### src/rtl/core/mixed_group_knapsack_unit_macros.svh
// Assertion macros shared by the mixed group knapsack unit.
// Included by the sequencer, which checks its own sequencing; no other dependencies.
`ifndef MIXED_GROUP_KNAPSACK_UNIT_MACROS_SVH
`define MIXED_GROUP_KNAPSACK_UNIT_MACROS_SVH

// Same-cycle implication, disabled during reset.
`define MGK_ASSERT_NOW(label, clk, rst, ante, cons) \
   label: assert property (@(posedge clk) disable iff (rst) (ante) |-> (cons)) \
      else $error("mgk: same-cycle check failed");

// Next-cycle implication, disabled during reset.
`define MGK_ASSERT_NEXT(label, clk, rst, ante, cons) \
   label: assert property (@(posedge clk) disable iff (rst) (ante) |=> (cons)) \
      else $error("mgk: next-cycle check failed");

`endif

### src/rtl/core/mgk_pkg.sv
// Package for the mixed group knapsack unit: widths, command and mode codes,
// sweep control types and the saturating value helpers. No dependencies.
package mgk_pkg;

   localparam int MAX_BUDGET_DEF = 127;

   localparam int CMD_W    = 2;
   localparam int MODE_W   = 2;
   localparam int COST_W   = 7;
   localparam int GAIN_W   = 16;
   localparam int VAL_W    = 32;
   localparam int BUDGET_W = 7;

   localparam logic [CMD_W-1:0] CMD_OPEN   = 2'd0;
   localparam logic [CMD_W-1:0] CMD_ITEM   = 2'd1;
   localparam logic [CMD_W-1:0] CMD_FINISH = 2'd2;

   localparam logic [MODE_W-1:0] MODE_AT_LEAST = 2'd0;
   localparam logic [MODE_W-1:0] MODE_AT_MOST  = 2'd1;

   localparam logic [VAL_W-1:0] UNREACHED  = '1;
   localparam logic [VAL_W-1:0] ZERO_VALUE = '0;
   localparam logic [VAL_W-1:0] VALUE_TOP  = 32'h7FFF_FFFF;

   typedef enum logic [1:0] {
      OP_CLEAR,
      OP_OPEN,
      OP_ITEM,
      OP_FINISH
   } op_type;

   typedef enum logic [1:0] {
      ST_IDLE,
      ST_SWEEP,
      ST_DRAIN,
      ST_EMIT
   } state_type;

   typedef struct packed {
      logic   valid;
      op_type op;
      logic   last;
   } ctl_type;

   // Reachable entries are never negative, so the sum fits in 32 bits unsigned.
   function automatic logic [VAL_W-1:0] sat_add(input logic [VAL_W-1:0]  base,
                                                input logic [GAIN_W-1:0] gain);
      logic [VAL_W-1:0] sum;
      sum = base + VAL_W'(gain);
      if (base == UNREACHED) begin
         sat_add = UNREACHED;
      end else if (sum[VAL_W-1]) begin
         sat_add = VALUE_TOP;
      end else begin
         sat_add = sum;
      end
   endfunction

   function automatic logic [VAL_W-1:0] smax(input logic [VAL_W-1:0] a,
                                             input logic [VAL_W-1:0] b);
      smax = ($signed(a) > $signed(b)) ? a : b;
   endfunction

endpackage

### src/rtl/core/mgk_update_unit.sv
// Shared update unit: saturating adds and maximum for one budget cell per cycle,
// the row write-back values and the running best. Depends on mgk_pkg.
module mgk_update_unit #(
   parameter int  MAX_BUDGET = mgk_pkg::MAX_BUDGET_DEF,
   localparam int AW         = $clog2(MAX_BUDGET + 1)
) (
   input  logic                       clock,
   input  mgk_pkg::ctl_type           ctl1,
   input  mgk_pkg::ctl_type           ctl2,
   input  logic [AW-1:0]              wr_addr,
   input  logic [AW-1:0]              limit,
   input  logic [mgk_pkg::MODE_W-1:0] active_mode,
   input  logic                       commit_sel,
   input  logic [mgk_pkg::GAIN_W-1:0] item_value,
   input  logic                       best_clear,
   input  logic [mgk_pkg::VAL_W-1:0]  cur_k_data,
   input  logic [mgk_pkg::VAL_W-1:0]  cur_src_data,
   input  logic [mgk_pkg::VAL_W-1:0]  prev_src_data,
   output logic                       cur_we,
   output logic                       prev_we,
   output logic [mgk_pkg::VAL_W-1:0]  cur_wdata,
   output logic [mgk_pkg::VAL_W-1:0]  prev_wdata,
   output logic [mgk_pkg::VAL_W-1:0]  best_value
);
   import mgk_pkg::*;

   logic [VAL_W-1:0] cand_ff;
   logic [VAL_W-1:0] cand_in;
   logic [VAL_W-1:0] old_ff;
   logic [VAL_W-1:0] best_ff;
   logic [VAL_W-1:0] best_in;
   logic [VAL_W-1:0] gain_cur;
   logic [VAL_W-1:0] gain_prev;

   always_comb begin
      gain_cur  = (active_mode != MODE_AT_MOST) ? sat_add(cur_src_data, item_value)
                                                : UNREACHED;
      gain_prev = sat_add(prev_src_data, item_value);
      if (ctl1.op == OP_ITEM) begin
         cand_in = smax(gain_cur, gain_prev);
      end else begin
         cand_in = commit_sel ? cur_src_data : prev_src_data;
      end
   end

   always_ff @(posedge clock) begin
      cand_ff <= cand_in;
      old_ff  <= cur_k_data;
      best_ff <= best_in;
   end

   always_comb begin
      cur_we     = 1'b0;
      prev_we    = 1'b0;
      cur_wdata  = cand_ff;
      prev_wdata = cand_ff;
      if (ctl2.valid) begin
         case (ctl2.op)
            OP_ITEM: begin
               cur_we    = 1'b1;
               cur_wdata = smax(cand_ff, old_ff);
            end
            OP_OPEN: begin
               prev_we    = 1'b1;
               cur_we     = 1'b1;
               prev_wdata = cand_ff;
               cur_wdata  = (active_mode == MODE_AT_LEAST) ? UNREACHED : cand_ff;
            end
            default: begin
               prev_we    = 1'b1;
               cur_we     = 1'b1;
               prev_wdata = (wr_addr == '0) ? ZERO_VALUE : UNREACHED;
               cur_wdata  = UNREACHED;
            end
         endcase
      end
   end

   always_comb begin
      best_in = best_ff;
      if (best_clear) begin
         best_in = UNREACHED;
      end else if (ctl2.valid && ctl2.op == OP_FINISH && wr_addr <= limit &&
                   $signed(cand_ff) > $signed(best_ff)) begin
         best_in = cand_ff;
      end
   end

   assign best_value = best_ff;

endmodule

### config.mk
export PLATFORM = sky130hd
export DESIGN_NAME = mgk_update_unit
export DESIGN_NICKNAME = d
export VERILOG_FILES = /design/src/rtl/core/mixed_group_knapsack_unit_macros.svh /design/src/rtl/core/mgk_pkg.sv /design/src/rtl/core/mgk_update_unit.sv
export SDC_FILE = /design/constraint.sdc
export NUM_CORES = 1
export LEC_CHECK = 0
export BUFFER_PORTS_ARGS = -buffer_cell sky130_fd_sc_hd__buf_2
export CORE_ASPECT_RATIO = 1.75
export CORE_UTILIZATION = 30
export CTS_CLUSTER_SIZE = 8
export DETAILED_ROUTE_END_ITERATION = 16
export REMOVE_ABC_BUFFERS = 1
export SYNTH_ARGS = -nofsm -noshare
export SYNTH_HDL_FRONTEND = slang
export SYNTH_SLANG_ARGS = --single-unit
### constraint.sdc
create_clock -name clock -period 13.7 [get_ports clock]
set_clock_uncertainty 0.05 [all_clocks]
set_input_delay 2.055 -clock clock [delete_from_list [all_inputs] [get_ports clock]]
set_output_delay 2.055 -clock clock [all_outputs]
set_load 0.005 [all_outputs]
; After elaboration in Yosys (flattened, before gate mapping)
; Index checks and enable logic that the tools add are counted.
[totals]
regBits = 96
inputBits = 139
out_inout_bits = 98
word_cells = 40
[op_classes]
magnitude_cmp = 4
n_eq_ne = 7
mux = 18
add_sub_neg = 2
reduce_logical = 6
[op_table]
columns = op, n
row1 = 2-to-1 mux 32 bit, 12
row2 = > comparator 32 bit, 3
row3 = adder 32 x 16 -> 32 bit, 2
row4 = "== test 32 bit, second input constant", 2
row5 = one-hot mux 32 bit (2 select lines), 1
row6 = 2-to-1 mux 31 bit, 2
row7 = less-or-equal comparator 7 bit, 1
row8 = logical NOT 7 bit, 1
row9 = "== test 2 bit, second input constant", 3
row10 = logical AND 1 bit, 3
row11 = 2-to-1 mux 1 bit, 3
row12 = "== test 2 x 1 -> 1 bit, second input constant", 1
row13 = logical NOT 2 bit, 1
row14 = "!= test 2 x 1 -> 1 bit, second input constant", 1
row15 = OR reduction 2 bit, 1

; Depth between registers and ports, before layout
[depth]
word_depth = 7
ltp_mapped = 23
depth_no_buf = 22

; Least setup slack after synthesis
; No wires, ideal clock.
[synth_path]
path_kind = input-to-reg
start = in item_value[12] in the netlist's numbering
end = reg cand_ff[28]
setup_slack_ps = 6808
path_buffers = 3
required_ps = 13528
arrival_ps = 6720
stages = 21
setup_ps = 122
cell_sequence = ha_1 a21oi_1 o21ai_1 or4_1 a211oi_2 nor3_1 mux2i_2 clkbuf_1 buf_2 nand2_1 ha_1 a21o_1 a21o_1 a211oi_1 o21ai_0 or4_1 a21oi_1 and3_1 buf_2 nand2_1 o311a_1
[synth_between]
elab_chain_cells = 7
word_cells_on_any_way = 10
cone_classes = add/sub (2) / order compare (1) / mux (7)
[synth_lines]
columns = item, line
row1 = "start, declared", mgk_update_unit.sv:14  ; input logic [mgk_pkg::GAIN_W-1:0] item_value,
row2 = adder 32 x 16 -> 32 bit, mgk_pkg.sv:49  ; sum = base + VAL_W'(gain);
row3 = 2-to-1 mux 31 bit, mgk_pkg.sv:52  ; end else if (sum[VAL_W-1]) begin
row4 = 2-to-1 mux 32 bit, mgk_pkg.sv:50  ; if (base == UNREACHED) begin
row5 = 2-to-1 mux 32 bit, mgk_update_unit.sv:36  ; gain_cur = (active_mode != MODE_AT_MOST) ? sat_add(cur_src_data, item_value)
row6 = > comparator 32 bit, mgk_pkg.sv:61  ; smax = ($signed(a) > $signed(b)) ? a : b;
row7 = 2-to-1 mux 32 bit *, mgk_pkg.sv:61
row8 = 2-to-1 mux 32 bit *, mgk_update_unit.sv:39  ; if (ctl1.op == OP_ITEM) begin
row9 = named net cand_in[28], mgk_update_unit.sv:28  ; logic [VAL_W-1:0] cand_in;
row10 = "end signal, assigned", mgk_update_unit.sv:47  ; cand_ff <= cand_in;
row11 = "end, declared", mgk_update_unit.sv:27  ; logic [VAL_W-1:0] cand_ff;
; Mark *: on every way through the listed nets, which the timed path passes. The rest lies on a longest branch.
; A chain may end at the register's enable or synchronous reset.

; Worst setup path in the final report
[layout_path]
start = in cur_src_data[0] in the netlist's numbering
end = reg cand_ff[6]
[layout_between]
elab_chain_cells = 7
word_cells_on_any_way = 8
cone_classes = add/sub (1) / order compare (1) / eq/ne (1) / mux (5)
[layout_lines]
columns = item, line
row1 = "start, declared", mgk_update_unit.sv:17  ; input logic [mgk_pkg::VAL_W-1:0] cur_src_data,
row2 = adder 32 x 16 -> 32 bit, mgk_pkg.sv:49
row3 = 2-to-1 mux 31 bit, mgk_pkg.sv:52
row4 = 2-to-1 mux 32 bit *, mgk_pkg.sv:50
row5 = 2-to-1 mux 32 bit *, mgk_update_unit.sv:36
row6 = > comparator 32 bit, mgk_pkg.sv:61
row7 = 2-to-1 mux 32 bit *, mgk_pkg.sv:61
row8 = 2-to-1 mux 32 bit *, mgk_update_unit.sv:39
row9 = named net cand_in[6], mgk_update_unit.sv:28
; Marked as above.

==> results.py <==
metrics = {
    "clock_network": {
        "cts_resized": 0,
        "htreeDepth": 3,
        "postCtsSetupBuffers": 0,
        "clock_sinks": 96,
        "ctsHoldBuffers": 0,
        "root_buffer": "clkbuf_16",
        "clock_latency_ns": 0.37,
        "cts_tree": "done",
        "cts.clk_slew.worst_paths_ns": 0.08,
        "cts_buffer_depth": 2,
        "cts_made_buffers": 9,
    },
    "setup_path": {
        "required_ns": 13.79,
        "timing.rr.end": "best_value[1]",
        "end_kind": "flip-flop",
        "cp.arrival_ns": 8.46,
        "path_max_fanout": 22,
        "max_stage_delay_ns": 0.96,
        "crit_chain": "buf_2 > ha_1 > inv_1 > fa_1 > nor2b_1 > o31a_1 > o31ai_1 > o211a_1 > o31a_1 > nor2b_1 > nand4_1 > xor2_1 > nand2_1 > ha_1 > and3_1 > a221oi_1 > o21ai_0 > o2bb2ai_1 > or4_1 > a21oi_1 > and3_1 > a221oi_1",
        "setup.worst_path.start_class": "primary input",
        "critical_path_class": "primary input to flip-flop",
        "r2r_start": "cand_ff[18]",
        "crit_slowest_cell": "and3_1",
        "r2r_cells": 10,
        "r2r_slack_ns": 9.78,
    },
    "min_path": {
        "worstHoldPathType": "flip-flop to flip-flop",
        "whs_path_depth": 2,
        "hp-start": "best_value[24]",
        "hold_end": "best_value[24]",
    },
    "final_layout": {
        "fillCellCount": 3493,
        "final_area_um2": 11800,
        "fin_nets": 1796,
        "layout_commonest_cell": "buf_2",
        "drive_gt1_frac": 0.191,
        "instances_no_fill": 1928,
        "register_area_um2": 1920,
        "multi_input_area_um2": 7480,
        "syn_to_final_growth_pct": 17.3,
        "mostFrequentLayoutCells": "233 x buf_2, 138 x ha_1, 128 x nor2_1, 113 x a21oi_1, 104 x nand2_1",
    },
    "floorplan": {
        "die_x_um": 141,
        "die_area_um2": 34400,
        "core_um2": 33000,
        "die_h_um": 245,
        "rows": 88,
        "pin_count": 237,
        "start_util": 0.305,
    },
    "global_route": {
        "grt_pass1_vias": 10600,
        "overflow": 0,
        "grt_use_total": 0.228,
        "grt_antenna_before_repair": 5,
        "grt_max_degree": 64,
        "grt_pass1_wl_mm": 59.5,
    },
    "synth": {
        "synth_seq_cells": 96,
        "synth.distinct_cells": 72,
        "postSynthAreaPerCell_um2": 7.62,
        "synth_area_leader_cell": "dfxtp_1",
        "synth_edf_count": 0,
        "ys_top_cells_by_area": "dfxtp_1 19%, ha_1 17%, a21oi_1 5.7%",
        "synthFlopType": "dfxtp_1",
        "synth_top_area_frac": 0.191,
        "async_flop_share": 0,
        "synthCells": 1324,
        "seq_area_frac_synth": 0.191,
        "ys_warn_count": 0,
        "netlist_area_um2": 10100,
    },
    "sta": {
        "setup_viol": 0,
        "fmax_mhz": 120,
        "drv_slew": 0,
        "hold_viol": 0,
        "final.setup.tns_ns": 0,
        "finalCritPeriodShare": 0.610,
        "rsz0062_at_grt": "false",
        "finalWorstSetupSlack_ns": 5.34,
        "hold_slack_ns": 0.482,
        "max-slew-margin-rel": 0.207,
        "min_period_ns": 8.36,
        "worst_pin_slew_ns": 1.19,
    },
    "placed_design": {
        "place_area_um2": 11500,
        "port_buffers": 233,
        "dp_cells": 1911,
        "dp_slack_ns": 5.10,
        "gp_congestion": 0.922,
        "dp_hpwl_mm": 31.6,
    },
    "routing": {
        "firstDrtPassIters": 5,
        "antenna_left": 0,
        "drt-initial-drc-count": 579,
        "viasPerCell": 5.64,
        "drc_errors": 0,
        "vias": 10900,
        "wirelength_mm": 39.5,
        "post_drt_wl_per_cell_um": 20.5,
    },
    "status": {
        "outcome": "complete, no violations",
    },
    "pwr": {
        "ir_worst_vdd_v": 0.0000638,
        "leakagePower_uw": 0.00568,
        "p_per_area_nw_per_um2": 83.5,
    },
    "run": {
        "maxCapViolations": 0,
    },
}
[power breakdown]
part | leakage [uW] | switching, uW | internal (uW)
registers | 0.000800 | 33.6 | 297
logic | 0.00473 | 234 | 167
clock network | 0.000141 | 128 | 127
total | 0.00568 | 396 | 592
[per-stage QoR]
stage | util | total power, uW
after CTS | 0.358 | 992
after global routing | 0.358 | 1050
after floorplan | - | 563
after global placement | 0.349 | 729
final | 0.358 | 987
after detailed placement | 0.349 | 735
[per-layer routing]
layer | part of all wire | vias to the layer above | global-route usage
li1 | - | 5208 | -
met1 | 0.37 | 5116 | 0.233
met2 | 0.51 | 410 | 0.421
met3 | 0.040 | 126 | 0.0243
met4 | 0.073 | 6 | 0.173
met5 | 0.00091 | - | 0
[kinds of logic after synthesis]
| kind of cell | Yosys count | synth area share |
|---|---|---|
| AND/OR/NAND/NOR | 443 | 0.213 |
| AO/OA/AOI/OAI | 385 | 0.257 |
| buffers and inverters | 160 | 0.0702 |
| adder cells (fa/ha/maj) | 140 | 0.175 |
| flip-flops | 96 | 0.191 |
| XOR/XNOR | 52 | 0.0451 |
| multiplexers | 48 | 0.0483 |
[worst max-delay path by stage]
| stage | from | to | depth (start not counted) |
|---|---|---|---|
| after floorplan | item_value[12] | cand_ff[16] | 18 |
| after global routing | cur_src_data[0] | cand_ff[7] | 22 |
| after detailed placement | cur_src_data[0] | cand_ff[7] | 22 |
| after CTS | cur_src_data[0] | cand_ff[7] | 22 |
| final | cur_src_data[0] | cand_ff[6] | 22 |
| after global placement | cur_src_data[0] | cand_ff[7] | 22 |
[critical path, delay by kind of cell]
family | cells | cell delay, ns
and+or+nand+nor | 7 | 2.57
AOI/OAI and AO/OA | 9 | 2.49
adders and majority gates | 3 | 0.92
xor gates and xnor gates | 1 | 0.21
buffers and inverters | 2 | 0.19
[synthesized netlist by cell type (all sizes together), types with 29 or more instances]
cell type and count:
mux2i 46, nand4 36, nor3 46, nor2 129
a21o 67, o21ai 58, ha 138, nand2 105
xor2 29, a21oi 114, clkbuf 47, dfxtp 96
inv 94, o2bb2ai 35, nor2b 37
[registers in the layout, indices dropped and copies added (netlist names)]
register	count
best_value	32
cand_ff	32
old_ff	32
[final cells by class]
cell class,instances,share of cell area
Clock buffer,9,0.0190
Timing Repair Buffer,248,0.108
Tap cell,405,0.0428
Clock inverter,6,0.00487
Inverter,94,0.0298
Sequential cell,96,0.162
Multi-Input combinational cell,1068,0.632
Antenna cell,2,0.000423
Note: power is estimated with default switching activity, not from simulation.
