File: src/rtl/core/mixed_group_knapsack_unit_macros.svh
// Assertion macros shared by the mixed group knapsack unit.
// Included by the sequencer, which checks its own sequencing; no other dependencies.
`ifndef MIXED_GROUP_KNAPSACK_UNIT_MACROS_SVH
`define MIXED_GROUP_KNAPSACK_UNIT_MACROS_SVH

// Same-cycle implication, disabled during reset.
`define MGK_ASSERT_NOW(label, clk, rst, ante, cons) \
   label: assert property (@(posedge clk) disable iff (rst) (ante) |-> (cons)) \
      else $error("mgk: same-cycle check failed");

// Next-cycle implication, disabled during reset.
`define MGK_ASSERT_NEXT(label, clk, rst, ante, cons) \
   label: assert property (@(posedge clk) disable iff (rst) (ante) |=> (cons)) \
      else $error("mgk: next-cycle check failed");

`endif

File: src/rtl/core/mgk_pkg.sv
// Package for the mixed group knapsack unit: widths, command and mode codes,
// sweep control types and the saturating value helpers. No dependencies.
package mgk_pkg;

   localparam int MAX_BUDGET_DEF = 127;

   localparam int CMD_W    = 2;
   localparam int MODE_W   = 2;
   localparam int COST_W   = 7;
   localparam int GAIN_W   = 16;
   localparam int VAL_W    = 32;
   localparam int BUDGET_W = 7;

   localparam logic [CMD_W-1:0] CMD_OPEN   = 2'd0;
   localparam logic [CMD_W-1:0] CMD_ITEM   = 2'd1;
   localparam logic [CMD_W-1:0] CMD_FINISH = 2'd2;

   localparam logic [MODE_W-1:0] MODE_AT_LEAST = 2'd0;
   localparam logic [MODE_W-1:0] MODE_AT_MOST  = 2'd1;

   localparam logic [VAL_W-1:0] UNREACHED  = '1;
   localparam logic [VAL_W-1:0] ZERO_VALUE = '0;
   localparam logic [VAL_W-1:0] VALUE_TOP  = 32'h7FFF_FFFF;

   typedef enum logic [1:0] {
      OP_CLEAR,
      OP_OPEN,
      OP_ITEM,
      OP_FINISH
   } op_type;

   typedef enum logic [1:0] {
      ST_IDLE,
      ST_SWEEP,
      ST_DRAIN,
      ST_EMIT
   } state_type;

   typedef struct packed {
      logic   valid;
      op_type op;
      logic   last;
   } ctl_type;

   // Reachable entries are never negative, so the sum fits in 32 bits unsigned.
   function automatic logic [VAL_W-1:0] sat_add(input logic [VAL_W-1:0]  base,
                                                input logic [GAIN_W-1:0] gain);
      logic [VAL_W-1:0] sum;
      sum = base + VAL_W'(gain);
      if (base == UNREACHED) begin
         sat_add = UNREACHED;
      end else if (sum[VAL_W-1]) begin
         sat_add = VALUE_TOP;
      end else begin
         sat_add = sum;
      end
   endfunction

   function automatic logic [VAL_W-1:0] smax(input logic [VAL_W-1:0] a,
                                             input logic [VAL_W-1:0] b);
      smax = ($signed(a) > $signed(b)) ? a : b;
   endfunction

endpackage

File: src/rtl/core/mgk_sequencer.sv
// Sequencer: decodes items, walks the budget cells of a sweep and tracks the
// group state. Depends on mgk_pkg and the assertion macro header.
`include "mixed_group_knapsack_unit_macros.svh"

module mgk_sequencer #(
   parameter int  MAX_BUDGET = mgk_pkg::MAX_BUDGET_DEF,
   localparam int AW         = $clog2(MAX_BUDGET + 1)
) (
   input  logic                         clock,
   input  logic                         reset,
   input  logic                         req_valid,
   output logic                         req_ready,
   input  logic [mgk_pkg::CMD_W-1:0]    req_command,
   input  logic [mgk_pkg::MODE_W-1:0]   req_group_mode,
   input  logic [mgk_pkg::COST_W-1:0]   req_item_cost,
   input  logic [mgk_pkg::GAIN_W-1:0]   req_item_value,
   input  logic [mgk_pkg::BUDGET_W-1:0] budget,
   input  logic                         out_free,
   output logic                         emit,
   output logic                         best_clear,
   output logic [AW-1:0]                rd_k_addr,
   output logic [AW-1:0]                rd_src_addr,
   output mgk_pkg::ctl_type             ctl1,
   output mgk_pkg::ctl_type             ctl2,
   output logic [AW-1:0]                wr_addr,
   output logic [AW-1:0]                limit,
   output logic [mgk_pkg::MODE_W-1:0]   active_mode,
   output logic                         commit_sel,
   output logic [mgk_pkg::GAIN_W-1:0]   item_value
);
   import mgk_pkg::*;

   localparam int BW = (AW > COST_W) ? AW : COST_W;

   state_type         state_ff, state_in;
   op_type            op_ff, op_in;
   logic [AW-1:0]     k_ff, k_in;
   logic [AW-1:0]     cost_ff, cost_in;
   logic [GAIN_W-1:0] value_ff, value_in;
   logic [MODE_W-1:0] mode_ff, mode_in;
   logic              group_open_ff, group_open_in;
   logic              commit_ff, commit_in;
   ctl_type           ctl1_ff, ctl1_in;
   ctl_type           ctl2_ff;
   logic [AW-1:0]     k1_ff;
   logic [AW-1:0]     k2_ff;
   logic [BW-1:0]     budget_ext;
   logic [BW-1:0]     cost_ext;
   logic              cost_over;
   logic              sweep_last;

   always_comb begin
      budget_ext = BW'(budget);
      cost_ext   = BW'(req_item_cost);
      limit      = (budget_ext < BW'(MAX_BUDGET)) ? budget_ext[AW-1:0] : AW'(MAX_BUDGET);
      cost_over  = cost_ext > BW'(limit);
      sweep_last = (op_ff == OP_ITEM) ? (k_ff == cost_ff) : (k_ff == AW'(MAX_BUDGET));
   end

   always_comb begin
      state_in      = state_ff;
      op_in         = op_ff;
      k_in          = k_ff;
      cost_in       = cost_ff;
      value_in      = value_ff;
      mode_in       = mode_ff;
      group_open_in = group_open_ff;
      commit_in     = commit_ff;
      ctl1_in       = '0;
      req_ready     = (state_ff == ST_IDLE);
      emit          = 1'b0;
      best_clear    = 1'b0;
      case (state_ff)
         ST_IDLE: begin
            if (req_valid) begin
               case (req_command)
                  CMD_OPEN: begin
                     commit_in     = group_open_ff;
                     group_open_in = 1'b1;
                     mode_in       = req_group_mode;
                     op_in         = OP_OPEN;
                     k_in          = '0;
                     state_in      = ST_SWEEP;
                  end
                  CMD_ITEM: begin
                     if (group_open_ff && !cost_over) begin
                        op_in    = OP_ITEM;
                        k_in     = limit;
                        cost_in  = cost_ext[AW-1:0];
                        value_in = req_item_value;
                        state_in = ST_SWEEP;
                     end
                  end
                  CMD_FINISH: begin
                     commit_in     = group_open_ff;
                     group_open_in = 1'b0;
                     mode_in       = MODE_AT_LEAST;
                     op_in         = OP_FINISH;
                     k_in          = '0;
                     best_clear    = 1'b1;
                     state_in      = ST_SWEEP;
                  end
                  default: begin
                  end
               endcase
            end
         end
         ST_SWEEP: begin
            ctl1_in.valid = 1'b1;
            ctl1_in.op    = op_ff;
            ctl1_in.last  = sweep_last;
            if (sweep_last) begin
               state_in = ST_DRAIN;
            end else if (op_ff == OP_ITEM) begin
               k_in = k_ff - AW'(1);
            end else begin
               k_in = k_ff + AW'(1);
            end
         end
         ST_DRAIN: begin
            if (!ctl1_ff.valid && !ctl2_ff.valid) begin
               state_in = (op_ff == OP_FINISH) ? ST_EMIT : ST_IDLE;
            end
         end
         ST_EMIT: begin
            if (out_free) begin
               emit     = 1'b1;
               state_in = ST_IDLE;
            end
         end
         default: begin
            state_in = ST_IDLE;
         end
      endcase
   end

   always_ff @(posedge clock) begin
      if (reset) begin
         state_ff      <= ST_SWEEP;
         op_ff         <= OP_CLEAR;
         k_ff          <= '0;
         mode_ff       <= MODE_AT_LEAST;
         group_open_ff <= 1'b0;
         commit_ff     <= 1'b0;
         ctl1_ff       <= '0;
         ctl2_ff       <= '0;
      end else begin
         state_ff      <= state_in;
         op_ff         <= op_in;
         k_ff          <= k_in;
         mode_ff       <= mode_in;
         group_open_ff <= group_open_in;
         commit_ff     <= commit_in;
         ctl1_ff       <= ctl1_in;
         ctl2_ff       <= ctl1_ff;
      end
   end

   always_ff @(posedge clock) begin
      cost_ff  <= cost_in;
      value_ff <= value_in;
      k1_ff    <= k_ff;
      k2_ff    <= k1_ff;
   end

   assign rd_k_addr   = k_ff;
   assign rd_src_addr = (op_ff == OP_ITEM) ? k_ff - cost_ff : k_ff;
   assign ctl1        = ctl1_ff;
   assign ctl2        = ctl2_ff;
   assign wr_addr     = k2_ff;
   assign active_mode = mode_ff;
   assign commit_sel  = commit_ff;
   assign item_value  = value_ff;

   `MGK_ASSERT_NOW(a_item_sweep_above_cost, clock, reset,
      state_ff == ST_SWEEP && op_ff == OP_ITEM, k_ff >= cost_ff)
   `MGK_ASSERT_NEXT(a_nothing_after_last, clock, reset,
      ctl1_ff.valid && ctl1_ff.last, !ctl1_ff.valid)
   `MGK_ASSERT_NOW(a_ready_when_drained, clock, reset,
      req_ready, !ctl1_ff.valid && !ctl2_ff.valid)

endmodule

File: config.mk
export PLATFORM = sky130hd
export DESIGN_NAME = mgk_sequencer
export DESIGN_NICKNAME = d
export VERILOG_FILES = /design/src/rtl/core/mgk_pkg.sv /design/src/rtl/core/mgk_sequencer.sv
export VERILOG_INCLUDE_DIRS = /design/src /design/src/rtl/core
export SDC_FILE = /design/constraint.sdc
export NUM_CORES = 1
export LEC_CHECK = 0
export CORE_UTILIZATION = 65
export DETAILED_ROUTE_END_ITERATION = 16
export DONT_BUFFER_PORTS = 1
export GPL_ROUTABILITY_DRIVEN = 0
export PLACE_DENSITY = 0.82
export SYNTH_ARGS = -nofsm -noshare
export SYNTH_HDL_FRONTEND = slang
export SYNTH_SLANG_ARGS = --single-unit
export TNS_END_PERCENT = 20
File: constraint.sdc
create_clock -name clock -period 4 [get_ports clock]
set_input_delay 1.2 -clock clock [delete_from_list [all_inputs] [get_ports clock]]
set_output_delay 1.2 -clock clock [all_outputs]
set_load 0.02 [all_outputs]
---- Word level (Yosys, flattened, before mapping) ----
Index checks and enable logic that the tools add are counted.
word-level totals
  output and inout port bits .............. 58
  flip-flop bits (word level) ............. 60
  input bits .............................. 38
  word-level logic and storage cells ...... 84
cells by class
  bitwise operators ....................... 1
  mux-type cells .......................... 27
  $lt $le $gt $ge ......................... 2
  equality and inequality tests ........... 17
  $add $sub $neg .......................... 3
  reduce and logical (&&, ||, !) cells .... 18
operators with widths
  kind                                              number
  2-to-1 mux 7 bit                                  6
  case mux 7 bit (2 select lines)                   2
  2-to-1 mux 2 bit                                  7
  inequality test 2 bit, second input constant      6
  == test 2 bit, second input constant              5
  case mux 2 bit (2 select lines)                   2
  case mux 2 bit (4 select lines)                   1
  AND reduction 4 bit                               2
  adder 7 x 1 -> 7 bit, second input constant       1
  == test 7 bit                                     1
  == test 7 bit, second input constant              1
  > comparator 7 bit                                1
  < comparator 7 bit, second input constant         1
  subtractor 7 x 1 -> 7 bit, second input constant  1
  subtractor 7 bit                                  1
  2-to-1 mux 1 bit                                  6
  case mux 2 bit (3 select lines)                   1
  AND reduction 3 bit                               2
  AND reduction 6 bit                               1
  AND reduction 5 bit                               1
  == test 2 x 1 -> 1 bit, second input constant     2
  logical NOT 2 bit                                 2
  2-to-1 mux 4 bit                                  1
  nonzero test 2 bit                                2
  other kinds (8)                                   12

---- Longest topological paths before layout ----
Gate-level depths: netlist of the first run.
  depth after elaboration ................. 9
  depth in mapped cells ................... 10
  gate-level depth less buffers ........... 9

---- Worst setup path after synthesis of the first run ----
OpenSTA, ideal clock, no wires.
  path type ............................... reg2out
  from .................................... register k_ff[0] (netlist: rd_k_addr[0])
  to ...................................... output rd_src_addr[6]
  data required time ...................... 2800 ps
  slack ................................... 496 ps
  cell stages (with the launch flop) ...... 9
  arrival time ............................ 2304 ps
  buffers on the path ..................... 0
  path through ............................ dfxtp_1 -> inv_1 -> ha_1 -> fa_1 -> nand2b_1 -> a21oi_1 -> o21ai_0 -> o211ai_1 -> xor2_1
on the way
  cells in the longest elaborated chain, start to end .. 2
ends and longest elaborated chain
  element                   line                  text
  start: declaration        mgk_sequencer.sv:37   logic [AW-1:0] k_ff, k_in;
  start signal: assignment  mgk_sequencer.sv:150  k_ff <= k_in;
  subtractor 7 bit          mgk_sequencer.sv:167  assign rd_src_addr = (op_ff == OP_ITEM) ? k_ff - cost_ff : k_ff;
  2-to-1 mux 7 bit          mgk_sequencer.sv:167
  end: declaration          mgk_sequencer.sv:22   output logic [AW-1:0] rd_src_addr,
No other way between the ends.

---- Worst setup path after layout of the first run ----
  from .................................... register k_ff[1] (netlist: rd_k_addr[1])
  to ...................................... output rd_src_addr[6]
The elaborated chain is that of the path after synthesis.

==> results of run 1 <==
## critical path, delay by kind of cell (launching register included)
family	cells	cell delay, ns
compound gates	3	0.57
xor+xnor	1	0.16
fa+ha+maj	1	0.47
buf+inv	2	0.31
flops	1	0.45
simple gates	1	0.16
## cells by family (layout without fill, tap and decap cells)
kind of cell	Yosys count	after routing	share of synthesized area (%)
simple gates	84	84	17.1
flops	60	60	48.9
compound gates	57	57	14.0
buf+inv	38	44	5.69
fa+ha+maj	25	25	11.2
xor+xnor	6	6	2.05
mux	3	3	1.03
## state kept, by name (all words and copies together) (netlist names)
name,flops
commit_sel,1
op_ff,2
active_mode,2
item_value,16
rd_k_addr,7
ctl1,4
ctl2,4
k1_ff,7
wr_addr,7
cost_ff,7
group_open_ff,1
state_ff,2
## worst paths after layout
| path | startpoint | endpoint | slack [ns] | cells past startpoint |
|---|---|---|---|---|
| worst max-delay path | rd_k_addr[1] | rd_src_addr[6] | 0.34 | 8 |
| worst min-delay path | k1_ff[0] | wr_addr[0] | 0.33 | 0 |
| worst max register to register | op_ff[0] | rd_k_addr[6] | 1.14 | 9 |
| worst min register to register | k1_ff[0] | wr_addr[0] | 0.33 | 0 |
## power groups by stage
| stage | combinational, uW | clock [uW] | sequential, uW |
|---|---|---|---|
| 2_1_floorplan | 82.8 | 0 | 686 |
| 3_3_place_gp | 92.1 | 0 | 685 |
| 3_5_place_dp | 95.1 | 0 | 686 |
| 4_1_cts | 95.9 | 548 | 672 |
| 5_1_grt | 108 | 572 | 674 |
| 6_report | 96.2 | 537 | 672 |
## per-stage QoR
step / area [um^2] / total power, uW / hold WS [ns] / worst slack (ns) / std cells
finish: 3160 / 1310 / 0.328 / 0.344 / 331
global route: 3160 / 1350 / 0.337 / 0.138 / 331
CTS: 3160 / 1320 / 0.328 / 0.145 / 331
detailed placement: 2960 / 781 / 0.312 / 0.503 / 315
global placement: 2960 / 777 / 0.311 / 0.572 / 315
floorplan: 2930 / 768 / 0.310 / 0.496 / 273
## final cells by class
| class | instances | area (um^2) | share of cell area [%] |
|---|---|---|---|
| clock buffer | 9 | 124 | 3.92 |
| clock inverter | 7 | 76.3 | 2.42 |
| inverter | 23 | 93.8 | 2.97 |
| multi-input combinational | 175 | 1330 | 42.1 |
| sequential | 60 | 1430 | 45.4 |
| tap | 52 | 65.1 | 2.06 |
| timing repair buffer | 5 | 37.5 | 1.19 |
## timing repair
item / 4_1_cts / 5_1_grt
setup buffers: 0 / 0
resized for setup: 0 / 1
endpoints found under the hold margin: 0 / 0
setup endpoints to repair: 0 / 1
## per-layer routing
metal  vias to the layer above  track usage (%)  routed length, um
met5                         -                0                  0
met1                       951             28.3               2270
met4                         0             8.16                 75
li1                        985                -                  -
met3                         8             9.80                340
met2                        59             41.7               2810
## layout by cell type (no fill, tap or decap), drive strengths merged, types with 4 or more instances in the layout
cell type	instances
dfxtp	37
inv	24
ha	23
edfxtp	23
a21oi	18
nor2	15
nand2	14
nor2b	12
o21ai	10
nor3	10
clkbuf	9
nand4	6
buf	5
a211oi	5
nand3	4
o211ai	4
xnor2	4
a221oi	4
==> impl_metrics.json, run 1 <==
{
  "antenna_found_initial": 0,
  "avgRoutedWirePerCell_um": 16.6,
  "cts_inserted_buffers": 9,
  "drtPass1Iterations": 4,
  "crit_arrival_ns": 2.46,
  "hold_buffers": 0,
  "p_sw_share_pct": 25.0,
  "synth.most_common_cell": "dfxtp_1",
  "synthCells": 273,
  "leakage_uw": 0.00127,
  "portBuffers": 0,
  "grt_max_degree": 24,
  "startpoint_type": "register",
  "overflow": 0,
  "maxSlewHeadroom_pct": 27.1,
  "pwr-share-comb_pct": 7.4,
  "drt_iter0_markers": 70,
  "finalHoldViolations": 0,
  "fillers": 323,
  "max_freq_mhz": 274,
  "cpMaxStageDelayCell": "fa_1",
  "finalCritPeriodShare_pct": 91.4,
  "grt.total_usage_pct": 24.6,
  "area_growth_pct": 7.91,
  "final_util_pct": 72.5,
  "dieArea_mm2": 0.00477,
  "htreeDepth": 3,
  "grt_pass1_vias": 1940,
  "synth_edf_count": 23,
  "synth_nets": 336,
  "p_seq_share_pct": 51.5,
  "cts_buffer_depth": 2,
  "cts_tree": "built",
  "synth_seq_cells": 60,
  "vdd_ir_drop_max_uv": 362,
  "initial_core_util_pct": 67.2,
  "setup_tns_ns": 0,
  "ant_nets": 0,
  "via_per_inst": 6.05,
  "rsz0062_at_grt": "no",
  "pwr-share-clk_pct": 41.1,
  "cts.sinks": 60,
  "synth_top_area_share_pct": 25.3,
  "setup.worst_path.class": "reg2out",
  "dp_hpwl_mm": 3.97,
  "path_clk_slew_ns": 0.07,
  "coreArea_mm2": 0.00435,
  "yosysSeqAreaShare_pct": 48.9,
  "synth_cell_type_count": 55,
  "worst_pin_slew_ns": 1.08,
  "finClkSkew_ns": 0.00505,
  "root_buffer": "clkbuf_8",
  "synth_top_area_cell": "dfxtp_1",
  "slowest_delay_ns": 0.47,
  "io_pins": 96,
  "p_switching_uw": 326,
  "syn_area_per_cell_um2": 10.7,
  "final-max-slew-violation-count": 0,
  "critPathCaptureType": "output pin",
  "yosys_warnings": 0,
  "diodes": 0,
  "drt_wl_total_mm": 5.50,
  "setup_violations": 0,
  "yosys-top-cells-area": "dfxtp_1 25%, edfxtp_1 24%, ha_1 9.8%, a21oi_1 3.1%, inv_1 2.8%",
  "min_path_type": "reg2reg",
  "ys.flop_type": "dfxtp_1",
  "fin_crit_ns": 3.66,
  "drive_gt1_share_pct": 14.3,
  "power_density_mw_per_mm2": 413,
  "postSynth.asyncResetShare_pct": 0,
  "drc": 0,
  "die_h_um": 69.1,
  "num_vias": 2003,
  "max_cap_violations": 0,
  "num-nets-final": 337,
  "grt_pass1_wl_mm": 9.10,
  "fp-row-count": 24,
  "die_w_um": 69.1,
  "yosys-top-cells-count": "37 x dfxtp_1, 23 x edfxtp_1, 23 x ha_1, 22 x inv_1, 18 x a21oi_1",
  "cp_max_fo": 7,
  "path_cells": "inv_1, fa_1, nand2b_1, a21oi_1, o21ai_0, o211ai_1, xor2_1, buf_4",
  "clock_latency_ns": 0.33,
  "worstPathRequired_ns": 2.80,
  "synth_area_mm2": 0.00293,
  "status": "complete, no violations",
  "internal-power_uw": 980
}
Note: power is estimated with default switching activity, not from simulation.
==> inputs of run 2 (changes only) <==
- ABC_AREA: default -> 1
- CORE_UTILIZATION: 65 -> 40
- PLACE_DENSITY: 0.82 -> 0.54
==> impl_metrics.json, run 2 <==
{
  "ys.flop_type": "dfxtp_1",
  "dieArea_mm2": 0.00775,
  "finClkSkew_ns": 0.00594,
  "die_w_um": 88.0,
  "synth_area_mm2": 0.00296,
  "maxSlewHeadroom_pct": 64.3,
  "antenna_found_initial": 0,
  "startpoint_type": "register",
  "cpMaxStageDelayCell": "dfxtp_1",
  "num-nets-final": 423,
  "worst_pin_slew_ns": 0.536,
  "synth_nets": 420,
  "cts_tree": "built",
  "drt_iter0_markers": 103,
  "fp-row-count": 31,
  "setup_tns_ns": 0,
  "cts.sinks": 60,
  "grt_pass1_vias": 2135,
  "largest_reg_flops": 16,
  "path_clk_slew_ns": 0.07,
  "placed_cells": 448,
  "portBuffers": 0,
  "initial_core_util_pct": 41.1,
  "max_freq_mhz": 275,
  "yosys_warnings": 0,
  "finalCritPeriodShare_pct": 91.0,
  "overflow": 0,
  "synth_top_area_share_pct": 25.0,
  "synthCells": 357,
  "fillers": 750,
  "ant_nets": 0,
  "path_buf_inv": 1,
  "worstPathRequired_ns": 2.80,
  "path_cells": "inv_1, fa_1, nor2_1, o21ai_0, nand2_1, a21oi_1, and2_1, o21ai_0, nand2_1",
  "cp_max_fo": 7,
  "dp_hpwl_mm": 4.84,
  "rsz0062_at_grt": "no",
  "status": "complete, no violations",
  "max_cap_violations": 0,
  "leakage_uw": 0.00145,
  "drc": 0,
  "setup.worst_path.class": "reg2out",
  "cts_inserted_buffers": 9,
  "cts_buffer_depth": 2,
  "syn_area_per_cell_um2": 8.30,
  "drtPass1Iterations": 4,
  "synth_cell_type_count": 34,
  "grt_max_degree": 24,
  "final-max-slew-violation-count": 0,
  "crit_arrival_ns": 2.44,
  "yosysSeqAreaShare_pct": 48.3,
  "synth_seq_cells": 60,
  "area_growth_pct": 9.34,
  "drt_wl_total_mm": 6.48,
  "avgRoutedWirePerCell_um": 14.0,
  "synth_top_area_cell": "dfxtp_1",
  "setup_violations": 0,
  "cpLargestDelayFamily": "flip-flops",
  "yosys-top-cells-count": "77 x nand2_1, 48 x inv_1, 41 x nor2_1, 37 x dfxtp_1",
  "vdd_ir_drop_max_uv": 207,
  "htreeDepth": 3,
  "via_per_inst": 4.83,
  "grt_pass1_wl_mm": 10.5,
  "io_pins": 96,
  "critPathCaptureType": "output pin",
  "num_vias": 2240,
  "drive_gt1_share_pct": 9.32,
  "grt.total_usage_pct": 18.5,
  "cts.repair.resized": 0,
  "diodes": 0,
  "power_uw": 2150,
  "synth.most_common_cell": "nand2_1",
  "power_density_mw_per_mm2": 665,
  "hold_buffers": 0,
  "synth_edf_count": 23,
  "instances_no_fill": 464,
  "cts_setup_buffers": 0,
  "yosys-top-cells-area": "dfxtp_1 25%, edfxtp_1 23%, nand2_1 9.8%, ha_1 9.7%, inv_1 6.1%",
  "clock_latency_ns": 0.34,
  "slowest_delay_ns": 0.57,
  "coreArea_mm2": 0.00721,
  "die_h_um": 88.0,
  "root_buffer": "clkbuf_8",
  "finalHoldViolations": 0,
  "min_path_type": "reg2reg",
  "final_common_cell": "nand2_1",
  "mostFrequentLayoutCells": "77 x nand2_1, 48 x inv_1, 41 x nor2_1, 37 x dfxtp_1",
  "postSynth.asyncResetShare_pct": 0,
  "fin_crit_ns": 3.64
}
-- run 2: cell families after synthesis --
family | Yosys count | synth area share (%)
and+or+nand+nor | 167 | 24.6
AOI/OAI and AO/OA | 40 | 7.10
adders and majority gates | 25 | 11.1
xor gates and xnor gates | 1 | 0.296
buffers and inverters | 64 | 8.58
DFF | 60 | 48.3
-- run 2: final cells by class --
type | count | area, um^2 | area share, %
clock buffer | 9 | 124 | 3.83
multi-input combinational | 233 | 1280 | 39.6
clock inverter | 7 | 52.6 | 1.62
inverter | 52 | 195 | 6.03
sequential | 60 | 1430 | 44.2
timing repair buffer | 4 | 30.0 | 0.927
tap | 99 | 124 | 3.83
-- run 2: final timing paths --
kind | startpoint | end | slack, ns | depth (start not counted)
max | rd_k_addr[1] | rd_src_addr[6] | 0.36 | 9
min | k1_ff[6] | wr_addr[6] | 0.33 | 0
max reg2reg | op_ff[1] | rd_k_addr[6] | 1.67 | 13
min reg2reg | k1_ff[6] | wr_addr[6] | 0.33 | 0
-- run 2: where the power goes --
group          leakage (uW)  internal (uW)  total, uW  switching (uW)
sequential         0.000511            738        918             179
combinational      0.000859            262        748             487
clock             0.0000795            226        486             260
-- run 2: layer usage --
metal	GRT usage, %	wire (um)	vias to the layer above
li1	-	-	1150
met1	22.2	2860	1024
met2	29.4	3070	59
met3	8.39	465	7
met4	6.89	78	0
met5	0	0	-
-- run 2: per-stage QoR --
step	utilization, %	setup slack (ns)	area [um^2]	hold WS, ns
6_report	44.9	0.360	3240	0.328
2_1_floorplan	-	0.0385	2960	0.310
3_5_place_dp	42.4	0.737	3060	0.312
3_3_place_gp	42.4	0.741	3060	0.310
4_1_cts	44.9	0.345	3240	0.327
5_1_grt	44.9	0.188	3240	0.338
